<file path="src/design/ftr_pkg.sv">
// Shared types, constants and helper functions for the fisheye remap.
// No dependencies; used by every cell and the top level.
`default_nettype none

package ftr_pkg;

  localparam int CORDIC_STEPS = 60;
  localparam logic [63:0] QUARTER_PI_Q60 = 64'h0C90_FDAA_2216_8C23;
  localparam logic [63:0] HALF_PI_Q60    = 64'h1921_FB54_442D_1846;
  localparam logic [31:0] PI_Q29         = 32'd1686629713;

  localparam logic [7:0] CFG_FOCAL = 8'd0;
  localparam logic [7:0] CFG_MODE  = 8'd1;
  localparam logic [31:0] FOCAL_RESET = 32'd8589935;

  typedef enum logic [1:0] {
    MODE_EQUIDIST   = 2'd0,
    MODE_EQUISOLID  = 2'd1,
    MODE_STEREO     = 2'd2,
    MODE_EQUIDIST_B = 2'd3
  } mode_t;

  typedef logic [63:0] atan_tab_t [CORDIC_STEPS];

  function automatic atan_tab_t build_atan_tab();
    atan_tab_t   tab;
    logic [63:0] acc;
    logic [63:0] term;
    int          e;
    tab[0] = QUARTER_PI_Q60;
    for (int i = 1; i < CORDIC_STEPS; i++) begin
      acc = '0;
      for (int k = 0; k < 64; k++) begin
        e = 62 - i * (2 * k + 1);
        if (e >= 0) begin
          term = (64'd1 << e) / 64'(2 * k + 1);
          if (k % 2 == 1) acc = acc - term;
          else acc = acc + term;
        end
      end
      tab[i] = acc >> 2;
    end
    return tab;
  endfunction

  localparam atan_tab_t ATAN_TAB = build_atan_tab();

  typedef struct packed {
    logic [33:0] rem;
    logic [63:0] nsh;
    logic [31:0] res;
  } sqrt_t;

  typedef struct packed {
    logic [31:0] rem;
    logic [95:0] dvd;
    logic [31:0] d;
    logic [63:0] q;
    logic        ovf;
  } div_t;

  typedef struct packed {
    logic signed [63:0] vx;
    logic signed [63:0] vy;
    logic signed [63:0] z;
  } cordic_t;

  typedef struct packed {
    logic        negx;
    logic        negy;
    logic [31:0] ax;
    logic [31:0] ay;
    logic [31:0] f;
    mode_t       mode;
    logic [31:0] rad;
    logic        asin_ovf;
    logic [30:0] a;
    logic        eq_flag;
    logic [31:0] eq_angle;
    logic [63:0] eq_theta;
    logic        flag;
    logic [31:0] angle;
    logic        cvpos;
    logic        sat_q;
    logic [63:0] px;
    logic [63:0] py;
    logic [63:0] ry;
    logic [31:0] fracx;
  } side_t;

  // min(floor(radial * a / rad), 2^31) from its split parts
  function automatic logic [31:0] comp_mag(logic [31:0] a, logic sat, logic [63:0] p,
                                           logic [31:0] frac);
    logic [63:0] s;
    s = p + {32'b0, frac};
    if (a == '0) return '0;
    if (sat) return 32'h8000_0000;
    return (s > 64'h8000_0000) ? 32'h8000_0000 : s[31:0];
  endfunction

  function automatic logic [31:0] sgn_out(logic [31:0] m, logic neg);
    if (neg) return 32'(~m + 32'd1);
    return (m > 32'h7FFF_FFFF) ? 32'h7FFF_FFFF : m;
  endfunction

endpackage

`default_nettype wire

</file>
<file path="src/design/ftr_div_cell.sv">
// One cell of a restoring long division chain: one quotient bit per cell.
// Depends on ftr_pkg.
`default_nettype none

module ftr_div_cell (
  input  logic          clk,
  input  logic          rst_n,
  input  logic          en,
  input  logic          in_valid,
  input  ftr_pkg::div_t  in_d,
  input  ftr_pkg::side_t in_side,
  output logic          out_valid,
  output ftr_pkg::div_t  out_d,
  output ftr_pkg::side_t out_side
);

  logic           valid_r;
  ftr_pkg::div_t  d_r, d_nxt;
  ftr_pkg::side_t side_r;
  logic [32:0]    r2;
  logic           ge;

  always_comb begin
    r2 = {in_d.rem, in_d.dvd[95]};
    ge = (r2 >= {1'b0, in_d.d});
    d_nxt.rem = ge ? 32'(r2 - {1'b0, in_d.d}) : r2[31:0];
    d_nxt.dvd = {in_d.dvd[94:0], 1'b0};
    d_nxt.d   = in_d.d;
    d_nxt.q   = {in_d.q[62:0], ge};
    d_nxt.ovf = in_d.ovf | in_d.q[63];
  end

  always_ff @(posedge clk) begin
    if (!rst_n) begin
      valid_r <= 1'b0;
    end else if (en) begin
      valid_r <= in_valid;
    end
  end

  always_ff @(posedge clk) begin
    if (en) begin
      d_r    <= d_nxt;
      side_r <= in_side;
    end
  end

  assign out_valid = valid_r;
  assign out_d     = d_r;
  assign out_side  = side_r;

endmodule

`default_nettype wire

</file>
<file path="config.mk">
export PLATFORM = sky130hd
export DESIGN_NAME = ftr_div_cell
export DESIGN_NICKNAME = d
export VERILOG_FILES = /design/src/design/ftr_pkg.sv /design/src/design/ftr_div_cell.sv
export SDC_FILE = /design/constraint.sdc
export NUM_CORES = 1
export LEC_CHECK = 0
export BUFFER_PORTS_ARGS = -buffer_cell sky130_fd_sc_hd__buf_2
export CORE_AREA = 2 2 584 586
export DETAILED_ROUTE_END_ITERATION = 7
export DIE_AREA = 0 0 586 588
export GPL_ROUTABILITY_DRIVEN = 0
export PLACE_DENSITY = 0.33
export SLEW_MARGIN = 20
export SYNTH_ARGS = -nofsm -noshare
export SYNTH_HDL_FRONTEND = slang
export SYNTH_SLANG_ARGS = --single-unit
</file>
<file path="constraint.sdc">
create_clock -name clk -period 4.25 [get_ports clk]
set_input_delay 0.2125 -clock clk [delete_from_list [all_inputs] [get_ports clk]]
set_output_delay 0.2125 -clock clk [all_outputs]
set_load 0.02 [all_outputs]
</file>
**Word-level counts from Yosys, hierarchy flattened**

Index checks and enable logic that the tools add are counted.
W data, S select, Z words.

- Register bits after elaboration: 745
- Output and inout port bits: 746
- Word-level logic and storage cells: 30

- Add/sub/neg operators: 1
- Order comparisons: 1
- Mux-type cells: 1
- Bitwise logic cells: 1

Operators with widths:

| cell | number |
|---|---|
| $ge A33 B32 Y1 | 1 |
| $mux W32 | 1 |
| $sub A32 B32 Y32 | 1 |
| $or A1 B1 Y1 | 1 |

**Longest topological paths before layout**

- Word-level depth: 2
- Gate-level depth with buffers: 13
- Gate-level depth less buffers: 12

**Worst setup path after synthesis**

OpenSTA, ideal clock, no wires.

- Kind: in2reg
- From: input port in_d[72] (netlist bit)
- To: register d_r (netlist bit out_d[206]), data pin
- Setup time: 0.262 ns
- Data arrival time: 2.726 ns
- Data required time: 3.988 ns
- Path slack: 1.262 ns
- Stages on the path: 12
- Buffers on the path: 2
- Path through: inv_1 -> ha_1 -> buf_2 -> nand4_1 -> or4_1 -> a21oi_1 -> nor3_1 -> a211oi_2 -> o21ai_2 -> o31ai_4 -> buf_4 -> mux2_1

RTL lines:

| item | line | RTL |
|---|---|---|
| start, declared | ftr_div_cell.sv:10 | `input ftr_pkg::div_t in_d,` |
| end signal, assigned | ftr_div_cell.sv:43 | `d_r <= d_nxt;` |
| end, declared | ftr_div_cell.sv:18 | `ftr_pkg::div_t d_r, d_nxt;` |

==> run metrics <==
status=completed; die width=586 um; Clock power frac=41.6%; sequential share of power=40.4%; HPWL Detailed=225000 um; # resized after CTS=0; max-slew violations=0; worst hold slack=0.0834 ns; worst slew pin tran=0.842 ns; synthesized area=0.0246 mm2; 1st-pass router iterations=5; Fmax=268 MHz; Worst-path clk slew=0.06 ns; Final #Nets=4310; Initial Util=7.27%; main area contributors after synthesis=edfxtp_1 91%, ha_1 1.6%, a21oi_1 1.1%, inv_1 0.58%, xnor2_1 0.57%; CTS Sinks=745; Synth Area per Inst=22.5 um2; grt total ovfl=0; Worst VDD drop=0.342 mV; Vias=22600; post-synthesis sequential area ratio=90.9%; Routed Antenna Nets=0; clock buffer depth=4; Routed WL=258000 um; Yosys reg bits=745; commonest non-fill, non-tap cell in the layout=buf_2; CTS H-tree depth=3; worst min path class=in -> reg; fin crit share=87.8%; die area=0.345 mm2; first-pass GRT wire length=305000 um; Post-synth EDFFs=744; Die Height=588 um; synthesized net count=1875; Post-CTS Setup Bufs=0; Yosys Warn Count=0; post-layout min period=3.73 ns; core footprint=0.338 mm2; crit path capture type=flop; GR Layer Usage met3=9.22%; WS Path Type=in -> reg; power per cell area=447 mW/mm2; Vias/cell=2.74; share of cells above drive strength 1=46.8%; met1 Use GR=15.4%; setup TNS=0 ns; CP arrival=4.29 ns; Total GRT Usage=14.4%; Int Pwr=15500 uW; NetSw=6830 uW; commonest register cell after synthesis=edfxtp_1; CTS Buf Count=108; number of primary I/O pins=1495; Yosys top cell area share=90.8%; root buffer cell=clkbuf_16; DR DRC count=0; CTS tree=done; Fin Clk Skew=0 ns; Fill cells=38000; area of the multi-input gates=0.00200 mm2; Post-Syn Instances=1093; CP max FO=19; combinational share of power=18.0%; area delta synth->final=103%; final hold violation count=0; MaxCap Viol Count=0; # rows=214; RSZ-0062 raised after global routing=no; final setup violation count=0; Post-CTS Hold Fix Bufs=824; busiest layer in global routing=met2; Switching Share=30.6%; Critical Path Start Type=input pin; FF/Latch Area=0.0224 mm2; DR WL/cell=31.3 um; cell taking the most area after synthesis=edfxtp_1; library cells used by synthesis=49; fin util=14.7%; met2 Use GR=23.6%; IO buf count=1493; largest net degree at the start of global routing=119; most frequent cells in the layout=1492 x buf_2, 824 x dlygate4sd3_1, 744 x edfxtp_1; max_slew headroom=43.9%; Req. time, crit path=4.81 ns; initial antenna violation count=264; Iteration-0 DRC Markers=1245; FFs w/ async S/R, synth=0%; Worst-Skew Late Latency=0.81 ns; Pleak=0.0195 uW; vias in the first global route=23300
-- metal layers --
metal,vias up,part of all wire (%),wire (um)
met1,10900,36,93900
met2,1729,45,116000
met5,-,0.17,440
met3,583,15,38800
met4,36,3.2,8260
li1,9286,-,-
-- worst paths after layout --
kind,start,endpoint,slack (ns),depth (start not counted)
setup / recovery,in_d[83],out_d[222],0.52,14
hold / removal,in_d[132],out_d[133],0.08,2
setup reg to reg,out_valid,out_valid,3.12,3
hold reg to reg,out_valid,out_valid,1.05,3
-- kinds of logic (layout without fill, tap and decap cells) --
group,count (synthesis),count (layout),share of synthesized area [%]
flip-flops,745,745,90.9
adder cells (fa/ha/maj),33,33,1.71
multiplexers,13,13,0.580
XOR/XNOR,27,27,0.961
AND/OR/NAND/NOR,100,100,1.89
other,1,85,0.0152
AO/OA/AOI/OAI,118,118,2.99
buffers and inverters,56,2573,0.961
-- cell type report --
class	instances	share of cell area, %
multi-input combinational	292	4.02
antenna	84	0.422
timing repair buffer	2343	32.1
clock buffer	128	5.57
tap	4536	11.4
inverter	38	0.286
sequential	745	44.8
clock inverter	64	1.34
-- flip-flops by register name (all words and copies together) (netlist names) --
register and cells:
out_side 520, out_valid 1, out_d 224
-- synth_stat cells (2+ instances only) --
cell / instances
mux2_1: 4
nor4_1: 4
mux2_2: 6
nor2b_1: 3
xnor2_1: 16
nor2_1: 36
o22ai_1: 2
edfxtp_1: 744
nand2b_1: 4
ha_1: 32
nand2_1: 27
a211o_1: 2
or2_2: 2
o21ai_0: 16
o211ai_1: 4
a211oi_1: 3
o41ai_1: 2
nor3_1: 2
nand4_1: 7
and4_1: 2
a21o_1: 12
o21a_1: 6
nand3_1: 8
a21oi_1: 54
buf_2: 8
a31oi_1: 5
o21bai_1: 3
mux2i_1: 3
inv_1: 38
a2bb2oi_1: 2
clkbuf_1: 5
xor2_1: 11
buf_4: 4
-- critical path, cell delays in order --
cell,delay (ns)
dlygate4sd3_1,0.77
buf_2,0.20
inv_1,0.04
ha_1,0.40
nand4_1,0.20
or4_1,0.51
a21oi_1,0.15
nor3_1,0.12
a211oi_2,0.27
o21ai_2,0.17
o31ai_4,0.25
buf_4,0.31
o22ai_1,0.12
dlygate4sd3_1,0.56
-- metrics by stage --
step	setup WS, ns	instance area (um2)	std cells	power [uW]
floorplan	1.26	24600	1093	10200
CTS	0.504	49700	8146	22900
finish	0.519	49900	8230	22300
detailed placement	0.640	38000	7130	12500
global placement	0.726	38000	7130	12500
global route	0.354	49800	8194	23200
-- power groups by stage --
| stage | combinational (uW) | clock [uW] | sequential (uW) |
|---|---|---|---|
| floorplan | 297 | 0 | 9890 |
| global placement | 3330 | 0 | 9160 |
| detailed placement | 3320 | 0 | 9140 |
| CTS | 4160 | 9700 | 9020 |
| global route | 4280 | 9870 | 9070 |
| finish | 4010 | 9280 | 9000 |
Note: power is estimated with default switching activity, not from simulation.
