[src/design/ftr_pkg.sv]
// Shared types, constants and helper functions for the fisheye remap.
// No dependencies; used by every cell and the top level.
`default_nettype none

package ftr_pkg;

  localparam int CORDIC_STEPS = 60;
  localparam logic [63:0] QUARTER_PI_Q60 = 64'h0C90_FDAA_2216_8C23;
  localparam logic [63:0] HALF_PI_Q60    = 64'h1921_FB54_442D_1846;
  localparam logic [31:0] PI_Q29         = 32'd1686629713;

  localparam logic [7:0] CFG_FOCAL = 8'd0;
  localparam logic [7:0] CFG_MODE  = 8'd1;
  localparam logic [31:0] FOCAL_RESET = 32'd8589935;

  typedef enum logic [1:0] {
    MODE_EQUIDIST   = 2'd0,
    MODE_EQUISOLID  = 2'd1,
    MODE_STEREO     = 2'd2,
    MODE_EQUIDIST_B = 2'd3
  } mode_t;

  typedef logic [63:0] atan_tab_t [CORDIC_STEPS];

  function automatic atan_tab_t build_atan_tab();
    atan_tab_t   tab;
    logic [63:0] acc;
    logic [63:0] term;
    int          e;
    tab[0] = QUARTER_PI_Q60;
    for (int i = 1; i < CORDIC_STEPS; i++) begin
      acc = '0;
      for (int k = 0; k < 64; k++) begin
        e = 62 - i * (2 * k + 1);
        if (e >= 0) begin
          term = (64'd1 << e) / 64'(2 * k + 1);
          if (k % 2 == 1) acc = acc - term;
          else acc = acc + term;
        end
      end
      tab[i] = acc >> 2;
    end
    return tab;
  endfunction

  localparam atan_tab_t ATAN_TAB = build_atan_tab();

  typedef struct packed {
    logic [33:0] rem;
    logic [63:0] nsh;
    logic [31:0] res;
  } sqrt_t;

  typedef struct packed {
    logic [31:0] rem;
    logic [95:0] dvd;
    logic [31:0] d;
    logic [63:0] q;
    logic        ovf;
  } div_t;

  typedef struct packed {
    logic signed [63:0] vx;
    logic signed [63:0] vy;
    logic signed [63:0] z;
  } cordic_t;

  typedef struct packed {
    logic        negx;
    logic        negy;
    logic [31:0] ax;
    logic [31:0] ay;
    logic [31:0] f;
    mode_t       mode;
    logic [31:0] rad;
    logic        asin_ovf;
    logic [30:0] a;
    logic        eq_flag;
    logic [31:0] eq_angle;
    logic [63:0] eq_theta;
    logic        flag;
    logic [31:0] angle;
    logic        cvpos;
    logic        sat_q;
    logic [63:0] px;
    logic [63:0] py;
    logic [63:0] ry;
    logic [31:0] fracx;
  } side_t;

  // min(floor(radial * a / rad), 2^31) from its split parts
  function automatic logic [31:0] comp_mag(logic [31:0] a, logic sat, logic [63:0] p,
                                           logic [31:0] frac);
    logic [63:0] s;
    s = p + {32'b0, frac};
    if (a == '0) return '0;
    if (sat) return 32'h8000_0000;
    return (s > 64'h8000_0000) ? 32'h8000_0000 : s[31:0];
  endfunction

  function automatic logic [31:0] sgn_out(logic [31:0] m, logic neg);
    if (neg) return 32'(~m + 32'd1);
    return (m > 32'h7FFF_FFFF) ? 32'h7FFF_FFFF : m;
  endfunction

endpackage

`default_nettype wire

[src/design/ftr_sqrt_cell.sv]
// One cell of the integer square root chain: two radicand bits per cell.
// Depends on ftr_pkg.
`default_nettype none

module ftr_sqrt_cell (
  input  logic          clk,
  input  logic          rst_n,
  input  logic          en,
  input  logic          in_valid,
  input  ftr_pkg::sqrt_t in_d,
  input  ftr_pkg::side_t in_side,
  output logic          out_valid,
  output ftr_pkg::sqrt_t out_d,
  output ftr_pkg::side_t out_side
);

  logic           valid_r;
  ftr_pkg::sqrt_t d_r, d_nxt;
  ftr_pkg::side_t side_r;
  logic [35:0]    r2, trial;
  logic           ge;

  always_comb begin
    r2    = {in_d.rem, in_d.nsh[63:62]};
    trial = {2'b00, in_d.res, 2'b01};
    ge    = (r2 >= trial);
    d_nxt.rem = ge ? 34'(r2 - trial) : r2[33:0];
    d_nxt.nsh = {in_d.nsh[61:0], 2'b00};
    d_nxt.res = {in_d.res[30:0], ge};
  end

  always_ff @(posedge clk) begin
    if (!rst_n) begin
      valid_r <= 1'b0;
    end else if (en) begin
      valid_r <= in_valid;
    end
  end

  always_ff @(posedge clk) begin
    if (en) begin
      d_r    <= d_nxt;
      side_r <= in_side;
    end
  end

  assign out_valid = valid_r;
  assign out_d     = d_r;
  assign out_side  = side_r;

endmodule

`default_nettype wire

[config.mk]
export PLATFORM = sky130hd
export DESIGN_NAME = ftr_sqrt_cell
export DESIGN_NICKNAME = d
export VERILOG_FILES = /design/src/design/ftr_pkg.sv /design/src/design/ftr_sqrt_cell.sv
export SDC_FILE = /design/constraint.sdc
export NUM_CORES = 1
export LEC_CHECK = 0
export BUFFER_PORTS_ARGS = -buffer_cell sky130_fd_sc_hd__buf_2
export CAP_MARGIN = 20
export CELL_PAD_IN_SITES_DETAIL_PLACEMENT = 0
export CELL_PAD_IN_SITES_GLOBAL_PLACEMENT = 1
export CORE_AREA = 5 5 501 503
export DETAILED_ROUTE_END_ITERATION = 8
export DIE_AREA = 0 0 506 508
export PLACE_DENSITY_LB_ADDON = 0.1
export SYNTH_ARGS = -nofsm -noshare
export SYNTH_HDL_FRONTEND = slang
export SYNTH_SLANG_ARGS = --single-unit
[constraint.sdc]
create_clock -name clk -period 3.9 [get_ports clk]
set_input_delay 0.195 -clock clk [delete_from_list [all_inputs] [get_ports clk]]
set_output_delay 0.195 -clock clk [all_outputs]
set_load 0.01 [all_outputs]
# == Word level (Yosys, flattened, before mapping) ==
# Index checks and enable logic that the tools add are counted.
# word_totals
output_inout_bits,651
reg_bits,649
inputBits,654
# op_classes
muxes,1
add_sub_neg,1
order_cmp,1
# op_table
operator,count
$ge A36 B34 Y1,1
$mux W34,1
$sub A34 B34 Y34,1

# == Logic depth before layout (Yosys ltp) ==
# logic_depth
depth_word,2
mapped_depth,13
mapped_depth_nobuf,10

# == Worst setup path before layout ==
# OpenSTA, ideal clock, no wires.
# synth_timing
path_kind,input to register
start,in in_d[27] (netlist bit)
end,"reg d_r (netlist bit out_d[99]), data pin"
setup_time_ps,262
setup_slack_ps,1323
arrival_time_ps,2315
path_buffers,1
required_ps,3638
cell_stages,10
path_cell_list,inv_1 -> ha_1 -> a21o_1 -> a21o_1 -> a21o_1 -> a311o_1 -> a211oi_1 -> o21a_1 -> buf_4 -> mux2_1
# synth_rtl
item,line,text
from (decl),ftr_sqrt_cell.sv:10,"input ftr_pkg::sqrt_t in_d,"
to (signal assigned),ftr_sqrt_cell.sv:42,d_r <= d_nxt;
to (decl),ftr_sqrt_cell.sv:18,"ftr_pkg::sqrt_t d_r, d_nxt;"

==> out/results.tsv <==
stage	metric	value	unit
sta	finalHoldViolations	0	
grt	antenna_found_initial	60	
layout	ff_latch_area	19500	um^2
placement	hpwl	132000	um
floorplanning	die_h	508	um
logic_synthesis	async_reset_ff_share	0	%
worst_setup_path	crit_start	in_d[8]	
clocking	clkLatencyLatePin	730	ps
layout	nets	3771	
sta	drv_slew	0	
clocking	cts_sinks	649	
logic_synthesis	yosys.area.top_type_share	89.0	%
detailed_routing	drt_iter0_drc	995	
layout	final_cells	6401	
clocking	htree_levels	3	
logic_synthesis	syn-cell-area	21900	um^2
logic_synthesis	ys_seq_area_share	89.1	%
clocking	post_cts_buffers	0	
floorplanning	initial_core_util	8.91	%
pwr	p_leak	0.0170	uW
floorplanning	die_x	506	um
clocking	cts_inserted_buffers	93	
logic_synthesis	synthTopCellsByArea	edfxtp_1, ha_1, nand2_1	
detailed_routing	vias	18345	
grt	grt_first_pass_wirelength	203000	um
detailed_routing	dr.pass1.iters	6	
floorplanning	core_area	245000	um^2
worst_setup_path	crit_path_max_fanout	6	
floorplanning	die_area	257000	um^2
worst_setup_path	critPathCaptureType	flop	
clocking	cts_tree	done	
detailed_routing	vias_per_cell	2.87	
layout	multiInputGateArea	2170	um^2
worst_setup_path	critPathLaunchType	primary input	
worst_setup_path	cp.required	4360	ps
clocking	root_buffer	clkbuf_16	
layout	n_fill_cell	27219	
sta	post-route-period-util	84.3	%
sta	setup-tns-final	0	ps
layout	syn2layout_area_growth	93.6	%
hold_path	holdCritStartpoint	in_d[128]	
sta	rsz0062_at_grt	no	
pwr	powerDensity	476	nW/um^2
sta	fmax	304	MHz
grt	grt_usage	11.8	%
detailed_routing	detail-route-antenna-nets	0	
logic_synthesis	syn_inst	1017	
detailed_routing	drc	0	
sta	worst_slew_pin_slew	944	ps
logic_synthesis	synth_largest_area_cell	edfxtp_1	
worst_setup_path	r2r-start	out_valid$_SDFFE_PN0P_	
logic_synthesis	synth_edf_count	648	
worst_setup_path	worst-r2r-cell-count	3	
clocking	cts_hold_buffers	650	
hold_path	worst_hold_path_type	in2reg	
logic_synthesis	yosysWarningCount	0	
logic_synthesis	synth_area_per_cell	21.5	um^2
clocking	clkTransAtPathRegs	60	ps
layout	final_common_cell	buf_2	
placement	io_buffers	1302	
sta	setup_viol	0	
run_status	status	complete, no violations	
logic_synthesis	synth_seq_cells	649	
hold_path	min_path_cells	4	
detailed_routing	drt_wl_total	158000	um
detailed_routing	wl_per_cell	24.7	um
floorplanning	std_cell_rows	182	
sta	slew_headroom	37.1	%
layout	final_cell_mix	buf_2, dlygate4sd3_1, edfxtp_1	
grt	grt_max_degree	77	
job	max-cap-violations	0	
placement	placed_cells	5558	
clocking	ctsResizeCount	0	
clocking	cts.path.max_buffers	3	
worst_setup_path	crit_type	in2reg	
sta	fin_skew	0	ps
worst_setup_path	critPathArrivalTime	3750	ps
logic_synthesis	yosysUniqueCellTypes	58	
sta	final.min_clock_period	3290	ps
grt	grt_pass1_vias	20241	
placement	place_congestion	0.798	
logic_synthesis	synth_flop_cell	edfxtp_1	
layout	drive_above_1_share	46.8	%
floorplanning	ios	1305	
grt	grt.overflow.total	0	
pwr	vdd_drop_max	0.000282	V
## flip-flops by register name, summed over array words and instances (netlist names)
register and flops:
out_valid 1, out_d 128, out_side 520
## where the power goes
group | switching, uW | total (uW) | leakage (uW) | internal, uW
Sequential | 223 | 8570 | 0.00635 | 8350
Clock | 3650 | 8670 | 0.00146 | 5020
Combinational | 1680 | 2910 | 0.00922 | 1230
Total | 5550 | 20100 | 0.0170 | 14600
## worst paths after layout
check                                end  slack, ps
setup / recovery    out_d[123]$_DFFE_PP_        610
hold reg to reg   out_valid$_SDFFE_PN0P_       1090
setup reg to reg  out_valid$_SDFFE_PN0P_       2750
hold / removal        out_d[0]$_DFFE_PP_        140
## through the flow
stage / instance area (um^2) / setup slack (ps) / power, uW / utilization [%] / hold WS [ps]
CTS: 42300 / 635 / 20800 / 17.2 / 36.3
global placement: 32700 / 351 / 11200 / 13.3 / 371
global route: 42300 / 426 / 21200 / 17.2 / 64.3
detailed placement: 32700 / 404 / 11100 / 13.3 / 373
finish: 42300 / 611 / 20100 / 17.2 / 140
floorplan: 21900 / 1320 / 9290 / - / 294
## metal layers
layer,GRT usage (%),wire length [um]
met1,13.8,64100
met2,20.1,77000
met3,3.93,11700
met4,3.86,5190
met5,0,61
## Yosys cell counts, types with 2 or more instances
cell      count
a21boi_0      2
nor2b_1       3
xnor2_1      12
and3_1        9
a31o_1        2
a21oi_1      26
nand3_1       4
buf_2         6
mux2_1        3
o211ai_1      3
xor2_1       16
o31ai_1       3
a311oi_4      2
buf_4         3
o221ai_1      2
o31a_1        2
and2_1        6
nand4_1       7
edfxtp_1    648
o41ai_1       3
nor3_1        8
ha_1         34
nor2_1       14
o21ai_0      12
clkbuf_1      5
inv_1        41
a21o_1       21
a31oi_1       5
nand2_1      48
nand2b_1      6
mux2i_1       4
o21ai_1      31
## layout make-up
cell class,instances,share of cell area (%)
timing repair buffer,1984,31.6
tap,3220,9.52
multi-input combinational,313,5.12
inverter,42,0.372
clock buffer,114,5.68
antenna,25,0.148
sequential,649,46.0
clock inverter,54,1.56
## cells by family after synthesis
logic type               Yosys count  share of synthesized area [%]
XOR/XNOR                          28                           1.12
flip-flops                       649                           89.1
AO/OA/AOI/OAI                    129                           3.95
other                              1                         0.0171
multiplexers                       7                          0.338
AND/OR/NAND/NOR                  113                           2.52
adder cells (fa/ha/maj)           34                           1.95
buffers and inverters             56                           1.05
## worst max-delay path, cell delays in order
cell and delay (ps):
dlygate4sd3_1 550, buf_2 130, inv_1 70, ha_1 460, and3_1 280, and2_1 230
a221oi_2 70, buf_4 160, o211ai_1 600, o2bb2ai_1 280, mux2i_1 250, o221ai_1 150
mux2_1 320
Note: power is estimated with default switching activity, not from simulation.
