==> src/design/ftr_pkg.sv <==
// Shared types, constants and helper functions for the fisheye remap.
// No dependencies; used by every cell and the top level.
`default_nettype none

package ftr_pkg;

  localparam int CORDIC_STEPS = 60;
  localparam logic [63:0] QUARTER_PI_Q60 = 64'h0C90_FDAA_2216_8C23;
  localparam logic [63:0] HALF_PI_Q60    = 64'h1921_FB54_442D_1846;
  localparam logic [31:0] PI_Q29         = 32'd1686629713;

  localparam logic [7:0] CFG_FOCAL = 8'd0;
  localparam logic [7:0] CFG_MODE  = 8'd1;
  localparam logic [31:0] FOCAL_RESET = 32'd8589935;

  typedef enum logic [1:0] {
    MODE_EQUIDIST   = 2'd0,
    MODE_EQUISOLID  = 2'd1,
    MODE_STEREO     = 2'd2,
    MODE_EQUIDIST_B = 2'd3
  } mode_t;

  typedef logic [63:0] atan_tab_t [CORDIC_STEPS];

  function automatic atan_tab_t build_atan_tab();
    atan_tab_t   tab;
    logic [63:0] acc;
    logic [63:0] term;
    int          e;
    tab[0] = QUARTER_PI_Q60;
    for (int i = 1; i < CORDIC_STEPS; i++) begin
      acc = '0;
      for (int k = 0; k < 64; k++) begin
        e = 62 - i * (2 * k + 1);
        if (e >= 0) begin
          term = (64'd1 << e) / 64'(2 * k + 1);
          if (k % 2 == 1) acc = acc - term;
          else acc = acc + term;
        end
      end
      tab[i] = acc >> 2;
    end
    return tab;
  endfunction

  localparam atan_tab_t ATAN_TAB = build_atan_tab();

  typedef struct packed {
    logic [33:0] rem;
    logic [63:0] nsh;
    logic [31:0] res;
  } sqrt_t;

  typedef struct packed {
    logic [31:0] rem;
    logic [95:0] dvd;
    logic [31:0] d;
    logic [63:0] q;
    logic        ovf;
  } div_t;

  typedef struct packed {
    logic signed [63:0] vx;
    logic signed [63:0] vy;
    logic signed [63:0] z;
  } cordic_t;

  typedef struct packed {
    logic        negx;
    logic        negy;
    logic [31:0] ax;
    logic [31:0] ay;
    logic [31:0] f;
    mode_t       mode;
    logic [31:0] rad;
    logic        asin_ovf;
    logic [30:0] a;
    logic        eq_flag;
    logic [31:0] eq_angle;
    logic [63:0] eq_theta;
    logic        flag;
    logic [31:0] angle;
    logic        cvpos;
    logic        sat_q;
    logic [63:0] px;
    logic [63:0] py;
    logic [63:0] ry;
    logic [31:0] fracx;
  } side_t;

  // min(floor(radial * a / rad), 2^31) from its split parts
  function automatic logic [31:0] comp_mag(logic [31:0] a, logic sat, logic [63:0] p,
                                           logic [31:0] frac);
    logic [63:0] s;
    s = p + {32'b0, frac};
    if (a == '0) return '0;
    if (sat) return 32'h8000_0000;
    return (s > 64'h8000_0000) ? 32'h8000_0000 : s[31:0];
  endfunction

  function automatic logic [31:0] sgn_out(logic [31:0] m, logic neg);
    if (neg) return 32'(~m + 32'd1);
    return (m > 32'h7FFF_FFFF) ? 32'h7FFF_FFFF : m;
  endfunction

endpackage

`default_nettype wire

==> src/design/ftr_cordic_cell.sv <==
// One CORDIC iteration, vectoring or rotation, at a fixed step index.
// Depends on ftr_pkg (arctangent table).
`default_nettype none

module ftr_cordic_cell (
  input  logic            clk,
  input  logic            rst_n,
  input  logic            en,
  input  logic            rot,
  input  logic [5:0]      step,
  input  logic            in_valid,
  input  ftr_pkg::cordic_t in_d,
  input  ftr_pkg::side_t   in_side,
  output logic            out_valid,
  output ftr_pkg::cordic_t out_d,
  output ftr_pkg::side_t   out_side
);

  logic             valid_r;
  ftr_pkg::cordic_t d_r, d_nxt;
  ftr_pkg::side_t   side_r;
  logic signed [63:0] dx, dy, t;
  logic             s;

  always_comb begin
    dx = in_d.vy >>> step;
    dy = in_d.vx >>> step;
    t  = $signed(ftr_pkg::ATAN_TAB[step]);
    s  = rot ? in_d.z[63] : (in_d.vy > 64'sd0);
    if (s) begin
      d_nxt.vx = in_d.vx + dx;
      d_nxt.vy = in_d.vy - dy;
      d_nxt.z  = in_d.z + t;
    end else begin
      d_nxt.vx = in_d.vx - dx;
      d_nxt.vy = in_d.vy + dy;
      d_nxt.z  = in_d.z - t;
    end
  end

  always_ff @(posedge clk) begin
    if (!rst_n) begin
      valid_r <= 1'b0;
    end else if (en) begin
      valid_r <= in_valid;
    end
  end

  always_ff @(posedge clk) begin
    if (en) begin
      d_r    <= d_nxt;
      side_r <= in_side;
    end
  end

  assign out_valid = valid_r;
  assign out_d     = d_r;
  assign out_side  = side_r;

endmodule

`default_nettype wire

==> config.mk <==
export PLATFORM = sky130hd
export DESIGN_NAME = ftr_cordic_cell
export DESIGN_NICKNAME = d
export VERILOG_FILES = /design/src/design/ftr_pkg.sv /design/src/design/ftr_cordic_cell.sv
export SDC_FILE = /design/constraint.sdc
export NUM_CORES = 2
export LEC_CHECK = 0
export BUFFER_PORTS_ARGS = -buffer_cell sky130_fd_sc_hd__buf_4
export CORE_AREA = 2 2 561 563
export CTS_BUF_LIST = sky130_fd_sc_hd__clkbuf_4
export CTS_CLUSTER_SIZE = 14
export DETAILED_ROUTE_END_ITERATION = 10
export DIE_AREA = 0 0 563 565
export PLACE_DENSITY = 0.32
export SYNTH_ARGS = -nofsm -noshare
export SYNTH_HDL_FRONTEND = slang
export SYNTH_SLANG_ARGS = --single-unit
==> constraint.sdc <==
create_clock -name clk -period 23.1 [get_ports clk]
set_input_delay 2.31 -clock clk [delete_from_list [all_inputs] [get_ports clk]]
set_output_delay 2.31 -clock clk [all_outputs]
set_load 0.01 [all_outputs]
* Word level (Yosys, flattened, before mapping)
Memories as Yosys holds them, arrays and structs flattened. Index checks and enable logic that the tools add are counted.
Word-level totals: memory bits (read-only) 4096, memory bits (writable) 0, register bits 713, bits in latches 0, output and inout bits 713, memories kept 1
Memories:
- (no name shown) | words 64, bits a word 64, rd ports 1, clocked after memory_dff 0, write ports 0, line ftr_cordic_cell.sv:28 | t = $signed(ftr_pkg::ATAN_TAB[step]);
Operators by class: shift-type cells 2, bitwise logic cells 1, equal/unequal tests 0, order comparisons 2, mux-type cells 4, $add $sub $neg 6, reductions and logical operators 0, div/mod/pow operators 0, multiply operators 0
Operators with widths (count):
- 64-bit adder | 3
- 192-bit two-way mux | 1
- 64-bit subtractor | 3
- 64-bit two-way mux | 2
- 64-bit by 6-bit >>> shifter with 64-bit output | 2
- 64-bit by 1-bit greater-than comparator with 1-bit output, second input constant | 1
- 7-bit >= comparator, second input constant | 1
- 6-bit inverter with 7-bit output | 1
- 1-bit two-way mux | 1

* Logic depth before layout (Yosys ltp)
depth in word-level cells 6, gate-level depth with buffers 34

* Worst setup path before layout
No wires, ideal clock.
kind in2reg, start point input step[0], end point register d_r, in the netlist out_d[190] (data pin), setup time 0.265 ns, required time 22.835 ns, arrival 8.833 ns, stages on the path 32, path buffers 9, setup slack 14.002 ns, cell sequence buf_6 > buf_8 > buf_6 > buf_6 > buf_6 > buf_6 > buf_4 > mux2_2 > mux4_2 > o21ai_0 > o221ai_1 > inv_1 > ha_1 > nand3_1 > or4_1 > clkbuf_1 > nor3_1 > a21oi_1 > xnor2_1 > ha_1 > clkbuf_1 > nand2_1 > nor2_1 > nand2_1 > or3_1 > o21a_1 > o41ai_1 > o41ai_1 > o31a_1 > o311a_1 > o21ai_0 > xor2_1
RTL lines:
- start, declared | line ftr_cordic_cell.sv:10 | input logic [5:0] step,
- end signal, assigned | line ftr_cordic_cell.sv:51 | d_r <= d_nxt;
- end, declared | line ftr_cordic_cell.sv:20 | ftr_pkg::cordic_t d_r, d_nxt;

==> results.ini <==
[pwr]
p_per_area_nw_per_um2 = 79.9
p_leak_nw = 26.9
p_total_mw = 5.48
ir_drop_mv = 0.0385

[floorplanning]
die_h_um = 565
initial_core_util_pct = 16.0
die-area_um2 = 318000
row_count = 205
coreArea_um2 = 311000
pin_count = 1436
die_x_um = 563

[synthesis]
synth_cells = 4647
synth_edf_count = 712
ys_ff_latch = 713
synth-async-reset-ratio_pct = 0
yosys_warnings = 0
synthTopCellsByCount = 712 x edfxtp_1, 397 x a21oi_1, 375 x nand2_1
synth_area_um2 = 49900
syn_nets = 5593
synth_sequential_area_ratio_pct = 42.9
syn_avg_cell_area_um2 = 10.7
ys_types = 107
ys.flop_type = edfxtp_1
yosys-top-cells-area = edfxtp_1 43%, mux4_2 6.4%, ha_1 5.5%
synth_top_area_share_pct = 42.8
synth_most_common_cell = edfxtp_1
yosysTopAreaCell = edfxtp_1

[hold_path]
hp-start = out_valid
whs_path_depth = 2
hold_end = out_valid
hp-class = register to register

[route]
remaining_drc_errors = 0
wire_per_inst_um = 45.4
routed_wl_um = 478000
drt_first_iter_violations = 6003
vias = 51987
dr.pass1.iters = 8
antenna_left = 0
viasPerCell = 4.94

[grt]
grt_max_degree = 137
grt_pass1_vias = 49459
grt_antenna_before_repair = 187
grt_pass1_wl_um = 589000
overflow = 0
track_usage_pct = 28.8

[clock_tree]
cts_made_buffers = 237
cts_setup_buffers = 0
ctsHoldBuffers = 0
clk_pin_slew_ps = 70
htree_levels = 4
clk_latency_ps = 1220
cts.root.buffer_cell = clkbuf_4
clkSinkCount = 713
cts.repair.resized = 0
cts_max_path_buffers = 4
cts_tree = yes

[critical_path]
crit_path_end_kind = register
crit_path_max_incr_delay_ps = 820
cp_common_cell = buf_4
worst-path-buf-inv = 5
cpLargestDelayFamily = simple AND/OR/NAND/NOR gates
r2r.worst_path.cells = 2
cp_max_fo = 51
start_kind = primary input
slowest_stage = ha_1
rrSetupSlack_ps = 22500
required_ps = 24050
critPathArrivalTime_ps = 12350
r2r-start = out_valid
path_class = primary input to register
r2r_end = out_valid

[timing]
rsz0062_at_grt = false
worst_pin_slew_ps = 1360
tns_ps = 0
setup_viol = 0
maxSlewHeadroom_pct = 8.18
clock_skew_ps = 0
fmax_mhz = 87.7
finalCritPeriodShare_pct = 49.4
min_period_ps = 11400
hold_violations = 0
slew_violations = 0

[finish]
syn_to_final_growth_pct = 37.5
nFillCells = 34264
multiInputGateArea_um2 = 26900
regArea_um2 = 21400
drive_gt1_share_pct = 35.2
finalNetCount = 7082

[placement]
gp_congestion = 0.995
port_buffers = 1435
dp_hpwl_um = 400000

[run]
cap_violations = 0

[status]
status = completed

[through the flow]
step	utilization, %	setup slack, ps	area [µm²]	hold slack, ps	std cells
finish	22.0	11700	68600	540	10525
global route	22.0	11010	68500	568	10472
CTS	22.0	11890	68400	539	10454
detailed placement	21.0	10500	65400	523	10037
global placement	21.0	10480	65400	515	10036
floorplan	-	14000	49900	538	4647
[cells by family after synthesis]
group / share of synthesized area [%]
adder cells (fa/ha/maj): 5.64
AO/OA/AOI/OAI: 18.2
buffers and inverters: 3.41
flip-flops: 42.9
XOR/XNOR: 6.42
multiplexers: 11.9
AND/OR/NAND/NOR: 11.6
[worst max-delay path by stage]
| stage | to | startpoint | cells after the start |
|---|---|---|---|
| 3_3_place_gp | out_d[60] | step[0] | 25 |
| 4_1_cts | out_d[60] | step[0] | 25 |
| 6_report | out_d[60] | step[0] | 25 |
| 2_1_floorplan | out_d[190] | step[0] | 32 |
| 5_1_grt | out_d[60] | step[0] | 25 |
| 3_5_place_dp | out_d[60] | step[0] | 25 |
[metal layers]
layer  wire length, µm  share of wire, %  global-route usage [%]
met3             43800               9.2                    9.66
met2            226000                47                    47.9
met5               404             0.084                       0
met4             12100               2.5                    6.64
met1            196000                41                    35.8
[registers in the layout, indices dropped and copies added (netlist names)]
name       count
out_valid      1
out_side     520
out_d        192
[cells in the final DEF (no fill, tap or decap), types with 45 or more instances in the layout]
| cell type | instances |
|---|---|
| a31oi_1 | 57 |
| clkbuf_4 | 339 |
| nor3_1 | 73 |
| a21oi_1 | 397 |
| nand2_1 | 375 |
| edfxtp_1 | 712 |
| a21o_1 | 97 |
| mux2_2 | 103 |
| buf_4 | 1529 |
| diode_2 | 71 |
| ha_1 | 220 |
| o22ai_1 | 57 |
| nand2b_1 | 50 |
| clkinv_1 | 53 |
| mux2i_1 | 150 |
| nand3_1 | 99 |
| o21ai_0 | 229 |
| xor2_1 | 133 |
| nand4_1 | 56 |
| xnor2_1 | 230 |
| o211ai_1 | 45 |
| o21a_1 | 46 |
| mux4_2 | 142 |
| inv_1 | 78 |
| nor2_1 | 295 |
| a22oi_1 | 49 |
[tightest hold or removal path: cells and delay by family (launching register included)]
| kind | cells | cell delay (ps) |
|---|---|---|
| AND/OR/NAND/NOR | 1 | 60 |
| flip-flops | 1 | 310 |
| multiplexers | 1 | 120 |
[where the power goes]
part           leakage [nW]  switching [mW]  total (mW)  internal, mW
clock network          1.77           0.745        1.45         0.706
registers              6.98           0.106        1.78          1.67
logic                  18.1            1.45        2.25         0.799
[layout make-up]
type                    count  share of cell area (%)
flip-flops and latches    713                    31.2
clock inverters            78                   0.640
diodes                     71                   0.259
multi-input cells        3562                    39.2
well taps                4140                    7.55
inverters                  82                   0.449
repair buffers           1540                    17.0
clock buffers             339                    3.71
(Power assumes the default switching activity.)
